--- src/design/sle_pkg.sv ---
// Shared types, constants and helpers for the sorted list engine.
// No dependencies; every other file in design/ uses this package.
`default_nettype none

package sle_pkg;

    localparam int CAPACITY_DEF = 16;
    localparam int CMD_W        = 2;
    localparam int VALUE_W      = 32;
    localparam int STATUS_W     = 2;
    localparam int COUNT_W      = 5;
    localparam int S_TDATA_W    = 40;  // command + value, padded to 5 bytes
    localparam int M_TDATA_W    = 40;  // status + entry + count, padded to 5 bytes

    typedef enum logic [CMD_W-1:0] {
        CMD_INSERT = 2'd0,
        CMD_DELETE = 2'd1,
        CMD_DUMP   = 2'd2
    } cmd_code_t;

    typedef enum logic [STATUS_W-1:0] {
        STAT_DONE      = 2'd0,
        STAT_FULL      = 2'd1,
        STAT_NOT_FOUND = 2'd2,
        STAT_EMPTY     = 2'd3
    } status_t;

    typedef enum logic [3:0] {
        S_IDLE,
        S_INS_START,
        S_INS_WALK,
        S_DEL_START,
        S_DEL_WALK,
        S_DUMP_START,
        S_DUMP_WALK,
        S_RESP_DONE,
        S_RESP_FULL,
        S_RESP_NOT_FOUND,
        S_RESP_EMPTY,
        S_RESP_DUMP_EMPTY
    } state_t;

    typedef enum logic [2:0] {
        IDX_HOLD,
        IDX_LOAD_FILL,
        IDX_ZERO,
        IDX_INC,
        IDX_DEC
    } idx_op_t;

    typedef enum logic [1:0] {
        RA_IDX,
        RA_IDX_M1,
        RA_IDX_M2,
        RA_IDX_P1
    } rd_addr_sel_t;

    typedef enum logic [1:0] {
        WR_NONE,
        WR_VAL_AT_IDX,
        WR_RD_AT_IDX,
        WR_RD_AT_IDX_M1
    } wr_op_t;

    typedef enum logic [1:0] {
        FILL_HOLD,
        FILL_INC,
        FILL_DEC
    } fill_op_t;

    typedef enum logic [1:0] {
        FOUND_HOLD,
        FOUND_CLR,
        FOUND_UPD
    } found_op_t;

    typedef enum logic [1:0] {
        OUT_VAL,
        OUT_ZERO,
        OUT_RD
    } out_src_t;

    // controller -> datapath
    typedef struct packed {
        logic         load_val;
        idx_op_t      idx_op;
        logic         rd_en;
        rd_addr_sel_t rd_sel;
        wr_op_t       wr_op;
        fill_op_t     fill_op;
        found_op_t    found_op;
        logic         out_load;
        status_t      out_status;
        out_src_t     out_src;
        logic         out_last;
    } sle_cmd_t;

    // datapath -> controller
    typedef struct packed {
        logic fill_zero;
        logic fill_full;
        logic idx_zero;
        logic idx_one;
        logic idx_at_end;   // idx == fill - 1
        logic shift_up;     // read entry sorts at or above the value
        logic found;
        logic found_next;
        logic out_free;
    } sle_stat_t;

    // Flip the sign bit so that unsigned order equals signed order.
    function automatic logic [VALUE_W-1:0] order_key(input logic [VALUE_W-1:0] v);
        order_key = {~v[VALUE_W-1], v[VALUE_W-2:0]};
    endfunction

endpackage

`default_nettype wire

--- src/design/sle_datapath.sv ---
// Datapath: entry memory, fill count, walk index, value register, result register.
// Depends on sle_pkg; driven by sle_ctrl through sle_cmd_t.
`default_nettype none

module sle_datapath #(
    parameter int CAPACITY = sle_pkg::CAPACITY_DEF
) (
    input  wire logic                            aclk,
    input  wire logic                            aresetn,
    input  wire sle_pkg::sle_cmd_t               cmd,
    input  wire logic [sle_pkg::VALUE_W-1:0]     in_value,
    output sle_pkg::sle_stat_t                   stat,
    output logic                                 out_valid,
    input  wire logic                            out_ready,
    output logic [sle_pkg::STATUS_W-1:0]         out_status,
    output logic [sle_pkg::VALUE_W-1:0]          out_entry,
    output logic [sle_pkg::COUNT_W-1:0]          out_count,
    output logic                                 out_last
);

    localparam int FILL_W = $clog2(CAPACITY + 1);
    localparam int ADDR_W = $clog2(CAPACITY);
    localparam int VW     = sle_pkg::VALUE_W;
    localparam int CW     = sle_pkg::COUNT_W;
    localparam logic [FILL_W-1:0] CAP_FILL = FILL_W'(CAPACITY);
    localparam logic [FILL_W-1:0] ONE      = FILL_W'(1);
    localparam logic [FILL_W-1:0] TWO      = FILL_W'(2);

    logic [VW-1:0]     mem [CAPACITY];
    logic [VW-1:0]     rd_data_reg;
    logic [VW-1:0]     val_reg;
    logic [FILL_W-1:0] fill_reg, fill_next;
    logic [FILL_W-1:0] idx_reg, idx_next;
    logic              found_reg, found_next;

    logic                    out_valid_reg;
    logic [sle_pkg::STATUS_W-1:0] out_status_reg;
    logic [VW-1:0]           out_entry_reg;
    logic [CW-1:0]           out_count_reg;
    logic                    out_last_reg;

    logic [FILL_W-1:0] rd_addr_full;
    logic [FILL_W-1:0] wr_addr_full;
    logic [VW-1:0]     wr_data;
    logic              wr_en;
    logic              hit;
    logic              out_free;
    logic [CW+FILL_W-1:0] count_ext;

    // read address
    always_comb begin
        case (cmd.rd_sel)
            sle_pkg::RA_IDX:    rd_addr_full = idx_reg;
            sle_pkg::RA_IDX_M1: rd_addr_full = idx_reg - ONE;
            sle_pkg::RA_IDX_M2: rd_addr_full = idx_reg - TWO;
            sle_pkg::RA_IDX_P1: rd_addr_full = idx_reg + ONE;
            default:            rd_addr_full = idx_reg;
        endcase
    end

    // write port
    always_comb begin
        wr_en        = 1'b1;
        wr_addr_full = idx_reg;
        wr_data      = rd_data_reg;
        case (cmd.wr_op)
            sle_pkg::WR_NONE:         wr_en = 1'b0;
            sle_pkg::WR_VAL_AT_IDX:   wr_data = val_reg;
            sle_pkg::WR_RD_AT_IDX:    wr_data = rd_data_reg;
            sle_pkg::WR_RD_AT_IDX_M1: wr_addr_full = idx_reg - ONE;
            default:                  wr_en = 1'b0;
        endcase
    end

    always_ff @(posedge aclk) begin
        if (wr_en) begin
            mem[wr_addr_full[ADDR_W-1:0]] <= wr_data;
        end
        if (cmd.rd_en) begin
            rd_data_reg <= mem[rd_addr_full[ADDR_W-1:0]];
        end
        if (cmd.load_val) begin
            val_reg <= in_value;
        end
    end

    assign hit = (rd_data_reg == val_reg);

    always_comb begin
        case (cmd.fill_op)
            sle_pkg::FILL_INC: fill_next = fill_reg + ONE;
            sle_pkg::FILL_DEC: fill_next = fill_reg - ONE;
            default:           fill_next = fill_reg;
        endcase
        case (cmd.idx_op)
            sle_pkg::IDX_LOAD_FILL: idx_next = fill_reg;
            sle_pkg::IDX_ZERO:      idx_next = '0;
            sle_pkg::IDX_INC:       idx_next = idx_reg + ONE;
            sle_pkg::IDX_DEC:       idx_next = idx_reg - ONE;
            default:                idx_next = idx_reg;
        endcase
        case (cmd.found_op)
            sle_pkg::FOUND_CLR: found_next = 1'b0;
            sle_pkg::FOUND_UPD: found_next = found_reg | hit;
            default:            found_next = found_reg;
        endcase
    end

    always_ff @(posedge aclk) begin
        if (!aresetn) begin
            fill_reg  <= '0;
            idx_reg   <= '0;
            found_reg <= 1'b0;
        end else begin
            fill_reg  <= fill_next;
            idx_reg   <= idx_next;
            found_reg <= found_next;
        end
    end

    // result register; count is the fill after this command, modulo 32
    assign out_free  = !out_valid_reg || out_ready;
    assign count_ext = {{CW{1'b0}}, fill_next};

    always_ff @(posedge aclk) begin
        if (!aresetn) begin
            out_valid_reg <= 1'b0;
        end else if (cmd.out_load) begin
            out_valid_reg <= 1'b1;
        end else if (out_ready) begin
            out_valid_reg <= 1'b0;
        end
    end

    always_ff @(posedge aclk) begin
        if (cmd.out_load) begin
            out_status_reg <= cmd.out_status;
            out_count_reg  <= count_ext[CW-1:0];
            out_last_reg   <= cmd.out_last;
            case (cmd.out_src)
                sle_pkg::OUT_VAL:  out_entry_reg <= val_reg;
                sle_pkg::OUT_ZERO: out_entry_reg <= '0;
                sle_pkg::OUT_RD:   out_entry_reg <= rd_data_reg;
                default:           out_entry_reg <= val_reg;
            endcase
        end
    end

    assign out_valid  = out_valid_reg;
    assign out_status = out_status_reg;
    assign out_entry  = out_entry_reg;
    assign out_count  = out_count_reg;
    assign out_last   = out_last_reg;

    always_comb begin
        stat.fill_zero  = (fill_reg == '0);
        stat.fill_full  = (fill_reg >= CAP_FILL);
        stat.idx_zero   = (idx_reg == '0);
        stat.idx_one    = (idx_reg == ONE);
        stat.idx_at_end = (idx_reg == fill_reg - ONE);
        stat.shift_up   = (sle_pkg::order_key(rd_data_reg) >= sle_pkg::order_key(val_reg));
        stat.found      = found_reg;
        stat.found_next = found_reg | hit;
        stat.out_free   = out_free;
    end

    // checks
    a_fill_bound: assert property (@(posedge aclk) disable iff (!aresetn)
        fill_reg <= CAP_FILL)
        else $error("fill exceeds capacity");

    a_inc_room: assert property (@(posedge aclk) disable iff (!aresetn)
        cmd.fill_op == sle_pkg::FILL_INC |-> fill_reg < CAP_FILL)
        else $error("insert into full store");

    a_load_free: assert property (@(posedge aclk) disable iff (!aresetn)
        cmd.out_load |-> out_free)
        else $error("result register overwritten while held");

    a_wr_range: assert property (@(posedge aclk) disable iff (!aresetn)
        wr_en |-> wr_addr_full < CAP_FILL)
        else $error("entry write out of range");

endmodule

`default_nettype wire

--- src/design/sle_ctrl.sv ---
// Controller: sequences insert, delete and dump walks over the entry memory.
// Depends on sle_pkg; drives sle_datapath through sle_cmd_t.
`default_nettype none

module sle_ctrl (
    input  wire logic                        aclk,
    input  wire logic                        aresetn,
    input  wire logic                        in_valid,
    output logic                             in_ready,
    input  wire logic [sle_pkg::CMD_W-1:0]   in_command,
    input  wire sle_pkg::sle_stat_t          stat,
    output sle_pkg::sle_cmd_t                cmd
);

    sle_pkg::state_t state_reg, state_next;

    always_ff @(posedge aclk) begin
        if (!aresetn) begin
            state_reg <= sle_pkg::S_IDLE;
        end else begin
            state_reg <= state_next;
        end
    end

    // next state
    always_comb begin
        state_next = state_reg;
        case (state_reg)
            sle_pkg::S_IDLE: begin
                if (in_valid) begin
                    case (in_command)
                        sle_pkg::CMD_INSERT: state_next = stat.fill_full ?
                            sle_pkg::S_RESP_FULL : sle_pkg::S_INS_START;
                        sle_pkg::CMD_DELETE: state_next = stat.fill_zero ?
                            sle_pkg::S_RESP_EMPTY : sle_pkg::S_DEL_START;
                        sle_pkg::CMD_DUMP: state_next = stat.fill_zero ?
                            sle_pkg::S_RESP_DUMP_EMPTY : sle_pkg::S_DUMP_START;
                        default: state_next = sle_pkg::S_IDLE;
                    endcase
                end
            end
            sle_pkg::S_INS_START: begin
                state_next = stat.idx_zero ? sle_pkg::S_RESP_DONE : sle_pkg::S_INS_WALK;
            end
            sle_pkg::S_INS_WALK: begin
                if (!stat.shift_up) begin
                    state_next = sle_pkg::S_RESP_DONE;
                end else if (stat.idx_one) begin
                    state_next = sle_pkg::S_INS_START;
                end
            end
            sle_pkg::S_DEL_START: state_next = sle_pkg::S_DEL_WALK;
            sle_pkg::S_DEL_WALK: begin
                if (stat.idx_at_end) begin
                    state_next = stat.found_next ? sle_pkg::S_RESP_DONE
                                                 : sle_pkg::S_RESP_NOT_FOUND;
                end
            end
            sle_pkg::S_DUMP_START: state_next = sle_pkg::S_DUMP_WALK;
            sle_pkg::S_DUMP_WALK: begin
                if (stat.out_free && stat.idx_at_end) begin
                    state_next = sle_pkg::S_IDLE;
                end
            end
            sle_pkg::S_RESP_DONE,
            sle_pkg::S_RESP_FULL,
            sle_pkg::S_RESP_NOT_FOUND,
            sle_pkg::S_RESP_EMPTY,
            sle_pkg::S_RESP_DUMP_EMPTY: begin
                if (stat.out_free) begin
                    state_next = sle_pkg::S_IDLE;
                end
            end
            default: state_next = sle_pkg::S_IDLE;
        endcase
    end

    // outputs
    always_comb begin
        in_ready       = 1'b0;
        cmd.load_val   = 1'b0;
        cmd.idx_op     = sle_pkg::IDX_HOLD;
        cmd.rd_en      = 1'b0;
        cmd.rd_sel     = sle_pkg::RA_IDX;
        cmd.wr_op      = sle_pkg::WR_NONE;
        cmd.fill_op    = sle_pkg::FILL_HOLD;
        cmd.found_op   = sle_pkg::FOUND_HOLD;
        cmd.out_load   = 1'b0;
        cmd.out_status = sle_pkg::STAT_DONE;
        cmd.out_src    = sle_pkg::OUT_VAL;
        cmd.out_last   = 1'b1;
        case (state_reg)
            sle_pkg::S_IDLE: begin
                in_ready = 1'b1;
                if (in_valid) begin
                    cmd.load_val = 1'b1;
                    cmd.found_op = sle_pkg::FOUND_CLR;
                    cmd.idx_op   = (in_command == sle_pkg::CMD_INSERT) ?
                                   sle_pkg::IDX_LOAD_FILL : sle_pkg::IDX_ZERO;
                end
            end
            sle_pkg::S_INS_START: begin
                if (stat.idx_zero) begin
                    cmd.wr_op   = sle_pkg::WR_VAL_AT_IDX;
                    cmd.fill_op = sle_pkg::FILL_INC;
                end else begin
                    cmd.rd_en  = 1'b1;
                    cmd.rd_sel = sle_pkg::RA_IDX_M1;
                end
            end
            sle_pkg::S_INS_WALK: begin
                if (stat.shift_up) begin
                    cmd.wr_op  = sle_pkg::WR_RD_AT_IDX;
                    cmd.idx_op = sle_pkg::IDX_DEC;
                    if (!stat.idx_one) begin
                        cmd.rd_en  = 1'b1;
                        cmd.rd_sel = sle_pkg::RA_IDX_M2;
                    end
                end else begin
                    cmd.wr_op   = sle_pkg::WR_VAL_AT_IDX;
                    cmd.fill_op = sle_pkg::FILL_INC;
                end
            end
            sle_pkg::S_DEL_START,
            sle_pkg::S_DUMP_START: begin
                cmd.rd_en  = 1'b1;
                cmd.rd_sel = sle_pkg::RA_IDX;
            end
            sle_pkg::S_DEL_WALK: begin
                if (stat.found) begin
                    cmd.wr_op = sle_pkg::WR_RD_AT_IDX_M1;
                end
                if (stat.idx_at_end) begin
                    if (stat.found_next) begin
                        cmd.fill_op = sle_pkg::FILL_DEC;
                    end
                end else begin
                    cmd.rd_en    = 1'b1;
                    cmd.rd_sel   = sle_pkg::RA_IDX_P1;
                    cmd.idx_op   = sle_pkg::IDX_INC;
                    cmd.found_op = sle_pkg::FOUND_UPD;
                end
            end
            sle_pkg::S_DUMP_WALK: begin
                if (stat.out_free) begin
                    cmd.out_load = 1'b1;
                    cmd.out_src  = sle_pkg::OUT_RD;
                    cmd.out_last = stat.idx_at_end;
                    if (!stat.idx_at_end) begin
                        cmd.rd_en  = 1'b1;
                        cmd.rd_sel = sle_pkg::RA_IDX_P1;
                        cmd.idx_op = sle_pkg::IDX_INC;
                    end
                end
            end
            sle_pkg::S_RESP_DONE: begin
                cmd.out_load = stat.out_free;
            end
            sle_pkg::S_RESP_FULL: begin
                cmd.out_load   = stat.out_free;
                cmd.out_status = sle_pkg::STAT_FULL;
            end
            sle_pkg::S_RESP_NOT_FOUND: begin
                cmd.out_load   = stat.out_free;
                cmd.out_status = sle_pkg::STAT_NOT_FOUND;
            end
            sle_pkg::S_RESP_EMPTY: begin
                cmd.out_load   = stat.out_free;
                cmd.out_status = sle_pkg::STAT_EMPTY;
            end
            sle_pkg::S_RESP_DUMP_EMPTY: begin
                cmd.out_load   = stat.out_free;
                cmd.out_status = sle_pkg::STAT_EMPTY;
                cmd.out_src    = sle_pkg::OUT_ZERO;
            end
            default: begin
                cmd.out_load = 1'b0;
            end
        endcase
    end

    a_walk_no_accept: assert property (@(posedge aclk) disable iff (!aresetn)
        state_reg != sle_pkg::S_IDLE |-> !in_ready)
        else $error("item taken while a command is in progress");

    a_ins_needs_room: assert property (@(posedge aclk) disable iff (!aresetn)
        (state_reg == sle_pkg::S_IDLE && in_valid
         && in_command == sle_pkg::CMD_INSERT && stat.fill_full)
        |=> state_reg == sle_pkg::S_RESP_FULL)
        else $error("insert into full store not dropped");

    a_dump_last_exit: assert property (@(posedge aclk) disable iff (!aresetn)
        (cmd.out_load && cmd.out_src == sle_pkg::OUT_RD && cmd.out_last)
        |=> state_reg == sle_pkg::S_IDLE)
        else $error("dump continued past its last entry");

endmodule

`default_nettype wire

--- src/design/sorted_list_engine_unit.sv ---
// Top level of the sorted list engine: stream ports, controller and datapath.
// Depends on sle_pkg, sle_ctrl and sle_datapath.
//
// Usage:
//   Input channel s_*: one item is a command (insert, delete one copy, dump)
//   with a signed 32-bit value. Result channel m_*: status, entry, count;
//   m_tlast marks the final result of a command. Insert and delete give one
//   result each; dump gives one result per held entry, smallest first, or a
//   single "store empty" result. Code 3 is ignored and gives no result.
// Timing:
//   Entries live in a single-port-write, single-port-read memory with a
//   registered read, so every walk moves one entry per cycle (a dump only
//   while m_tready is high). Insert: a walk/shift from the end down to the
//   insert position (a direct write on an empty store), then the result state.
//   Delete: a scan/shift over all entries, then the result state.
//   Dump: a setup state, then one entry per cycle while m_tready is high.
//   The longest commands are an insert at the front of CAPACITY - 1 entries
//   and a delete over CAPACITY entries.
//   s_tready is high only between commands; the next item is taken while
//   the previous result still waits in the output register.
// Reset (aresetn low, synchronous): store empty, output register empty.
// Stall: a low m_tready holds the result register; a dump pauses its walk.
`default_nettype none

module sorted_list_engine_unit #(
    parameter int CAPACITY = sle_pkg::CAPACITY_DEF
) (
    input  wire logic                              aclk,
    input  wire logic                              aresetn,
    // input items
    input  wire logic                              s_tvalid,
    output logic                                   s_tready,
    input  wire logic [sle_pkg::S_TDATA_W-1:0]     s_tdata,   // command[1:0], value[33:2]
    // results
    output logic                                   m_tvalid,
    input  wire logic                              m_tready,
    output logic [sle_pkg::M_TDATA_W-1:0]          m_tdata,   // status[1:0], entry[33:2],
                                                              // count[38:34]
    output logic                                   m_tlast
);

    localparam int CMD_W    = sle_pkg::CMD_W;
    localparam int VW       = sle_pkg::VALUE_W;
    localparam int SW       = sle_pkg::STATUS_W;
    localparam int CW       = sle_pkg::COUNT_W;
    localparam int M_USED_W = SW + VW + CW;

    sle_pkg::sle_cmd_t  cmd;
    sle_pkg::sle_stat_t stat;

    logic [CMD_W-1:0] in_command;
    logic [VW-1:0]    in_value;
    logic [SW-1:0]    out_status;
    logic [VW-1:0]    out_entry;
    logic [CW-1:0]    out_count;

    // unpack input item; padding bits are ignored
    assign in_command = s_tdata[CMD_W-1:0];
    assign in_value   = s_tdata[CMD_W+VW-1:CMD_W];

    sle_ctrl u_ctrl (
        .aclk       (aclk),
        .aresetn    (aresetn),
        .in_valid   (s_tvalid),
        .in_ready   (s_tready),
        .in_command (in_command),
        .stat       (stat),
        .cmd        (cmd)
    );

    sle_datapath #(
        .CAPACITY (CAPACITY)
    ) u_datapath (
        .aclk       (aclk),
        .aresetn    (aresetn),
        .cmd        (cmd),
        .in_value   (in_value),
        .stat       (stat),
        .out_valid  (m_tvalid),
        .out_ready  (m_tready),
        .out_status (out_status),
        .out_entry  (out_entry),
        .out_count  (out_count),
        .out_last   (m_tlast)
    );

    // pack result item, zero padding on top
    assign m_tdata = {{(sle_pkg::M_TDATA_W - M_USED_W){1'b0}}, out_count, out_entry, out_status};

endmodule

`default_nettype wire
--- config.mk ---
export PLATFORM = sky130hd
export DESIGN_NAME = sorted_list_engine_unit
export DESIGN_NICKNAME = d
export VERILOG_FILES = /design/src/design/sle_pkg.sv /design/src/design/sle_datapath.sv /design/src/design/sle_ctrl.sv /design/src/design/sorted_list_engine_unit.sv
export SDC_FILE = /design/constraint.sdc
export NUM_CORES = 1
export LEC_CHECK = 0
export BUFFER_PORTS_ARGS = -buffer_cell sky130_fd_sc_hd__buf_2
export CAP_MARGIN = 0
export CORE_ASPECT_RATIO = 1.5
export CORE_MARGIN = 2
export CORE_UTILIZATION = 33
export CTS_CLUSTER_DIAMETER = 60
export DETAILED_ROUTE_END_ITERATION = 7
export MAX_ROUTING_LAYER = met4
export PLACE_DENSITY = 0.53
export SYNTH_ARGS = -nofsm -noshare
export SYNTH_HDL_FRONTEND = slang
export SYNTH_SLANG_ARGS = --single-unit
--- constraint.sdc ---
create_clock -name aclk -period 7.3 [get_ports aclk]
set_input_delay 1.46 -clock aclk [delete_from_list [all_inputs] [get_ports aclk]]
set_output_delay 1.46 -clock aclk [all_outputs]
set_load 0.05 [all_outputs]
==> results of run 1 <==
==> worst register-to-register path: cells and delay by family (launching register included) <==
kind                     cells  cell delay, ns
AO/OA/AOI/OAI                5            2.34
AND/OR/NAND/NOR              4            1.28
flip-flops                   1            0.45
adder cells (fa/ha/maj)      1            0.33
buffers and inverters        3            0.80
==> synthesized netlist by cell type, types with 8 or more instances <==
library cell,instances
edfxtp_1,616
nand2_1,226
mux2i_1,66
a32o_1,63
mux4_2,62
o21ai_0,60
inv_1,49
clkbuf_1,45
ha_1,44
nor2_1,41
a21oi_1,35
o22ai_1,35
nor3_2,34
a22o_1,20
dfxtp_1,16
a31oi_1,15
buf_2,14
buf_4,12
buf_6,11
nor2b_1,11
nor3_1,11
nand3_1,10
xnor2_1,9
and2_1,8
==> cell families after synthesis <==
family	Yosys count	synth area share, %
compound gates	274	7.61
simple gates	379	7.11
xor+xnor	16	0.594
buf+inv	137	2.57
other cells	1	0.0144
fa+ha+maj	44	2.11
flops	632	72.0
mux	130	7.97
==> per-layer routing <==
metal | track usage [%] | up-vias | part of all wire [%] | wire length [um]
met5 | - | - | 0 | 0
met4 | 5.13 | 0 | 2.4 | 1620
met3 | 2.27 | 98 | 4.8 | 3250
met2 | 28.5 | 416 | 50 | 34000
met1 | 22.0 | 7630 | 43 | 28800
li1 | - | 6593 | - | -
==> metrics by stage <==
step / hold slack (ns) / util, % / std cells / worst slack (ns) / instance area [um2]
6_report: 0.574 / 38.3 / 2809 / 1.92 / 30100
3_5_place_dp: 0.544 / 35.7 / 2693 / 1.90 / 28000
4_1_cts: 0.561 / 38.3 / 2809 / 1.87 / 30100
3_3_place_gp: 0.563 / 35.7 / 2693 / 1.97 / 28000
5_1_grt: 0.612 / 38.3 / 2809 / 1.67 / 30100
2_1_floorplan: 0.522 / - / 1613 / 2.23 / 26100
==> layout make-up <==
class                           count  area (um2)
Clock buffer                       83        1780
Sequential cell                   632       18800
Clock inverter                     33         298
Fill cell                        7326       48400
Tap cell                         1024        1280
Timing Repair Buffer              143         888
Inverter                           50         188
Multi-Input combinational cell    844        6840
==> report_power, final <==
part | leakage (nW) | switching [mW] | internal [mW] | total [mW]
registers | 5.71 | 0.254 | 5.36 | 5.62
logic | 3.36 | 3.65 | 1.94 | 5.59
clock network | 1.01 | 1.41 | 1.85 | 3.26
==> worst paths after layout <==
check	start	to	slack [ns]
worst max-delay path	u_datapath.val_reg[22]	u_datapath.rd_data_reg[25]	1.92
worst min-delay path	u_datapath.val_reg[20]	u_datapath.out_entry[20]	0.57
worst max register to register	u_datapath.val_reg[22]	u_datapath.rd_data_reg[25]	1.92
worst min register to register	u_datapath.val_reg[20]	u_datapath.out_entry[20]	0.57
==> flow_metrics.py, run 1 <==
metrics = {
    "sta": {
        "drv_slew": 0,
        "period_share_pct": 73.7,
        "slew_headroom_pct": 24.3,
        "tightest_slew_ns": 1.14,
        "fmax_mhz": 186,
        "finalSetupViolCount": 0,
        "finalSetupTns_ns": 0,
        "final.min_clock_period_ns": 5.38,
        "rsz0062_at_grt": "no",
        "hold_viol": 0,
        "clock_skew_ns": 0.0297,
    },
    "grt": {
        "grtUsageTotal_pct": 17.2,
        "grt_start_max_net_pins": 87,
        "grt_overflow": 0,
        "grt_first_pass_wirelength_um": 99200,
        "antenna_found_initial": 1,
        "grt_pass1_vias": 15100,
    },
    "yosys": {
        "ys_seq_area_share_pct": 72.0,
        "synth-edff-count": 616,
        "syn_avg_cell_area_um2": 16.2,
        "post_synth_inst_count": 1613,
        "netlist_area_um2": 26100,
        "synth_cell_type_count": 75,
        "syn-num-nets": 1701,
        "ys_seq_elements": 632,
        "synth-async-reset-ratio_pct": 0,
        "yosys_most_used_dff": "edfxtp_1",
        "synthDominantCellAreaShare_pct": 70.8,
        "synth_area_leader_cell": "edfxtp_1",
        "synth_warnings": 0,
        "yosys-top-cells-area": "edfxtp_1 (71%), mux4_2 (5.3%), nand2_1 (3.2%)",
    },
    "setup_path": {
        "reg2regPathDepth": 13,
        "cp_num_buf_inv": 3,
        "cp_data_arrival_time_ns": 5.82,
        "crit_chain": "inv_1, ha_1, nand4_1, inv_1, a221oi_1, o2111ai_1, o31ai_2, o221ai_2, nand2_2, buf_4, nand2_1, a32o_1, nor3_2",
        "max_stage_delay_ns": 0.74,
        "path_delay_family": "compound AO/OA/AOI/OAI gates",
        "startpoint_type": "flop",
        "crit_top_cell": "inv_1",
        "worstSetupPathType": "reg -> reg",
        "cp_data_required_time_ns": 7.74,
        "crit_fanout": 42,
        "slowest_stage": "a221oi_1",
        "path_depth": 13,
        "cp-end-kind": "flop",
    },
    "finish": {
        "layout_commonest_cell": "edfxtp_1",
        "drive_gt1_share_pct": 21.3,
        "syn2layout_area_growth_pct": 15.2,
        "largest_reg_flops": 512,
        "antenna-diode-count": 0,
        "nets": 1826,
        "final_cell_mix": "edfxtp_1 (616), nand2_1 (225), buf_2 (79)",
    },
    "detailed_routing": {
        "num_vias": 14700,
        "drt_iter0_markers": 1187,
        "wl_per_cell_um": 24.1,
        "drt_first_pass_iters": 6,
        "wirelength_um": 67700,
        "drcViolationCount": 0,
        "vias_per_cell": 5.25,
        "ant_nets": 0,
    },
    "clocking": {
        "worstSkewPairLatency_ns": 0.61,
        "clk_path_buf_depth": 3,
        "ctsHtreeMaxLevel": 3,
        "cts_resized": 0,
        "numCtsBuffers": 67,
        "cts_tree": "done",
        "hold_buffers": 0,
        "cts_root_buffer": "clkbuf_16",
        "cts.sinks": 632,
        "post_cts_buffers": 0,
        "clk_pin_slew_ns": 0.06,
    },
    "floorplanning": {
        "core_area_um2": 78500,
        "fp.dieW_um": 234,
        "rows": 126,
        "ios": 87,
        "start_util_pct": 33.3,
        "die_area_um2": 81500,
        "die_y_um": 349,
    },
    "placement": {
        "place.gp.congestion": 0.852,
        "port_buffers": 79,
        "dp_hpwl_um": 37300,
    },
    "status": {
        "status": "finished clean",
    },
    "run": {
        "max_cap_viol_count": 0,
    },
    "min_path": {
        "min_path_cells": 1,
        "worst_hold_path_type": "reg -> reg",
    },
    "power": {
        "p_leak_nw": 10.1,
        "total_power_mw": 14.5,
        "cellPowerDensity_nw_per_um2": 481,
        "max-vdd-ir-drop_v": 0.000354,
    },
}
Power figures use the tool's default switching activity.
==> inputs of run 2 (changes only) <==
--- a/config.mk
+++ b/config.mk
@@ -13,7 +13,7 @@
 export CTS_CLUSTER_DIAMETER = 60
 export DETAILED_ROUTE_END_ITERATION = 7
 export MAX_ROUTING_LAYER = met4
-export PLACE_DENSITY = 0.53
+export PLACE_DENSITY = 0.54
 export SYNTH_ARGS = -nofsm -noshare
 export SYNTH_HDL_FRONTEND = slang
 export SYNTH_SLANG_ARGS = --single-unit
==> constraint.sdc (replaced) <==
create_clock -name aclk -period 4.6 [get_ports aclk]
set_input_delay 0.92 -clock aclk [delete_from_list [all_inputs] [get_ports aclk]]
set_output_delay 0.92 -clock aclk [all_outputs]
set_load 0.05 [all_outputs]
==> flow_metrics.py, run 2 (synthesized netlist as in run 1, its figures left out) <==
metrics = {
    "clocking": {
        "cts.sinks": 632,
        "worstSkewPairLatency_ns": 0.65,
        "ctsHtreeMaxLevel": 2,
        "clk_pin_slew_ns": 0.06,
        "numCtsBuffers": 61,
        "hold_buffers": 0,
        "cts_tree": "done",
        "clk_path_buf_depth": 3,
        "cts_root_buffer": "clkbuf_16",
    },
    "grt": {
        "grt_overflow": 0,
        "grt_pass1_vias": 15200,
        "grt_first_pass_wirelength_um": 99100,
        "grt_start_max_net_pins": 45,
        "antenna_found_initial": 1,
        "grtUsageTotal_pct": 17.2,
    },
    "floorplanning": {
        "start_util_pct": 33.3,
        "fp.dieW_um": 234,
        "ios": 87,
        "core_area_um2": 78500,
        "die_y_um": 349,
        "rows": 126,
        "die_area_um2": 81500,
    },
    "setup_path": {
        "worstSetupPathType": "reg -> reg",
        "cp_data_arrival_time_ns": 4.79,
        "slowest_stage": "edfxtp_1",
        "cp_data_required_time_ns": 4.98,
        "cp-end-kind": "flop",
        "crit_chain": "inv_1, ha_1, nand4_1, inv_1, a221oi_1, buf_4, o2111ai_1, o31a_1, a31oi_2, and2_4, buf_12, mux4_2, o22ai_1, nor3_2",
        "max_stage_delay_ns": 0.44,
        "crit_top_cell": "inv_1",
        "crit_fanout": 32,
        "startpoint_type": "flop",
    },
    "sta": {
        "tightest_slew_ns": 1.05,
        "clock_skew_ns": 0.0282,
        "rsz0062_at_grt": "no",
        "fmax_mhz": 227,
        "final.min_clock_period_ns": 4.41,
        "hold_viol": 0,
        "finalSetupViolCount": 0,
        "finalSetupTns_ns": 0,
        "setup_slack_ns": 0.189,
        "drv_slew": 0,
        "period_share_pct": 95.9,
        "slew_headroom_pct": 29.4,
        "hold_ws_ns": 0.442,
    },
    "finish": {
        "nets": 1901,
        "drive_gt1_share_pct": 24.8,
        "fillers": 7187,
        "syn2layout_area_growth_pct": 19.0,
        "largest_reg_flops": 512,
        "layout_commonest_cell": "edfxtp_1",
        "antenna-diode-count": 0,
        "final_cell_mix": "edfxtp_1 (616), nand2_1 (225), buf_4 (106)",
        "final_cells": 2889,
    },
    "placement": {
        "dp_hpwl_um": 40700,
        "place.gp.congestion": 0.871,
        "dp_slack_ns": 0.180,
        "place_inst": 2772,
        "port_buffers": 79,
    },
    "detailed_routing": {
        "drt_iter0_markers": 1265,
        "wirelength_um": 68100,
        "vias_per_cell": 5.19,
        "drcViolationCount": 0,
        "drt_first_pass_iters": 5,
        "wl_per_cell_um": 23.6,
        "ant_nets": 0,
        "num_vias": 15000,
    },
    "power": {
        "max-vdd-ir-drop_v": 0.000476,
        "cellPowerDensity_nw_per_um2": 767,
        "p_leak_nw": 10.6,
        "total_power_mw": 23.8,
    },
    "status": {
        "status": "finished clean",
    },
    "run": {
        "max_cap_viol_count": 0,
    },
    "min_path": {
        "worst_hold_path_type": "in -> reg",
    },
}
run 2: changes by cell type in the layout (fill, tap and decap cells not counted), sizes merged:
cell,delta
clkinv,+11
clkbuf,-15
buf,+80
bufinv,+2
clkinvlp,+2
and2,+1
inv,-1
run 2: final timing paths:
check / from / endpoint / slack (ns) / cells after the start
setup / recovery: u_datapath.val_reg[22] / u_datapath.rd_data_reg[2] / 0.19 / 14
hold / removal: s_tdata[10] / u_datapath.val_reg[8] / 0.44 / 1
setup reg to reg: u_datapath.val_reg[22] / u_datapath.rd_data_reg[2] / 0.19 / 14
hold reg to reg: u_datapath.val_reg[13] / u_datapath.out_entry[13] / 0.58 / 2
run 2: worst max-delay path: cells and delay by family (launching register included):
| family | cells | cell delay, ns |
|---|---|---|
| multiplexers | 1 | 0.34 |
| buffers and inverters | 4 | 0.61 |
| adder cells (fa/ha/maj) | 1 | 0.33 |
| AO/OA/AOI/OAI | 5 | 1.68 |
| AND/OR/NAND/NOR | 3 | 0.67 |
| flip-flops | 1 | 0.44 |
run 2: area by class of cell:
class / instances / area, um2 / area share (%)
clock inverters: 47 / 424 / 1.36
flip-flops and latches: 632 / 18800 / 60.5
multi-input cells: 845 / 6860 / 22.1
well taps: 1024 / 1280 / 4.12
inverters: 50 / 188 / 0.604
repair buffers: 223 / 1940 / 6.25
clock buffers: 68 / 1570 / 5.06
run 2: metrics by stage:
| stage | area, um2 | utilization (%) |
|---|---|---|
| 2_1_floorplan | 26100 | - |
| 3_3_place_gp | 29100 | 37.0 |
| 3_5_place_dp | 29100 | 37.0 |
| 4_1_cts | 31100 | 39.6 |
| 5_1_grt | 31100 | 39.6 |
| 6_report | 31100 | 39.6 |
run 2: repair_timing:
item / 4_1_cts / 5_1_grt
resized for setup: 0 / 2
endpoints found under the setup margin: 0 / 9
setup buffers: 0 / 1
run 2: where the power goes:
| group | switching [mW] | total [mW] | internal [mW] |
|---|---|---|---|
| clock network | 2.21 | 4.98 | 2.77 |
| registers | 0.386 | 8.89 | 8.50 |
| logic | 6.08 | 9.98 | 3.90 |
| total | 8.68 | 23.8 | 15.2 |
run 2: per-layer routing:
layer,GRT usage [%],routed length (um),share of wire (%)
met4,5.26,1790,2.6
met5,-,0,0
met2,29.1,34900,51
met3,2.13,2990,4.4
met1,21.4,28400,42
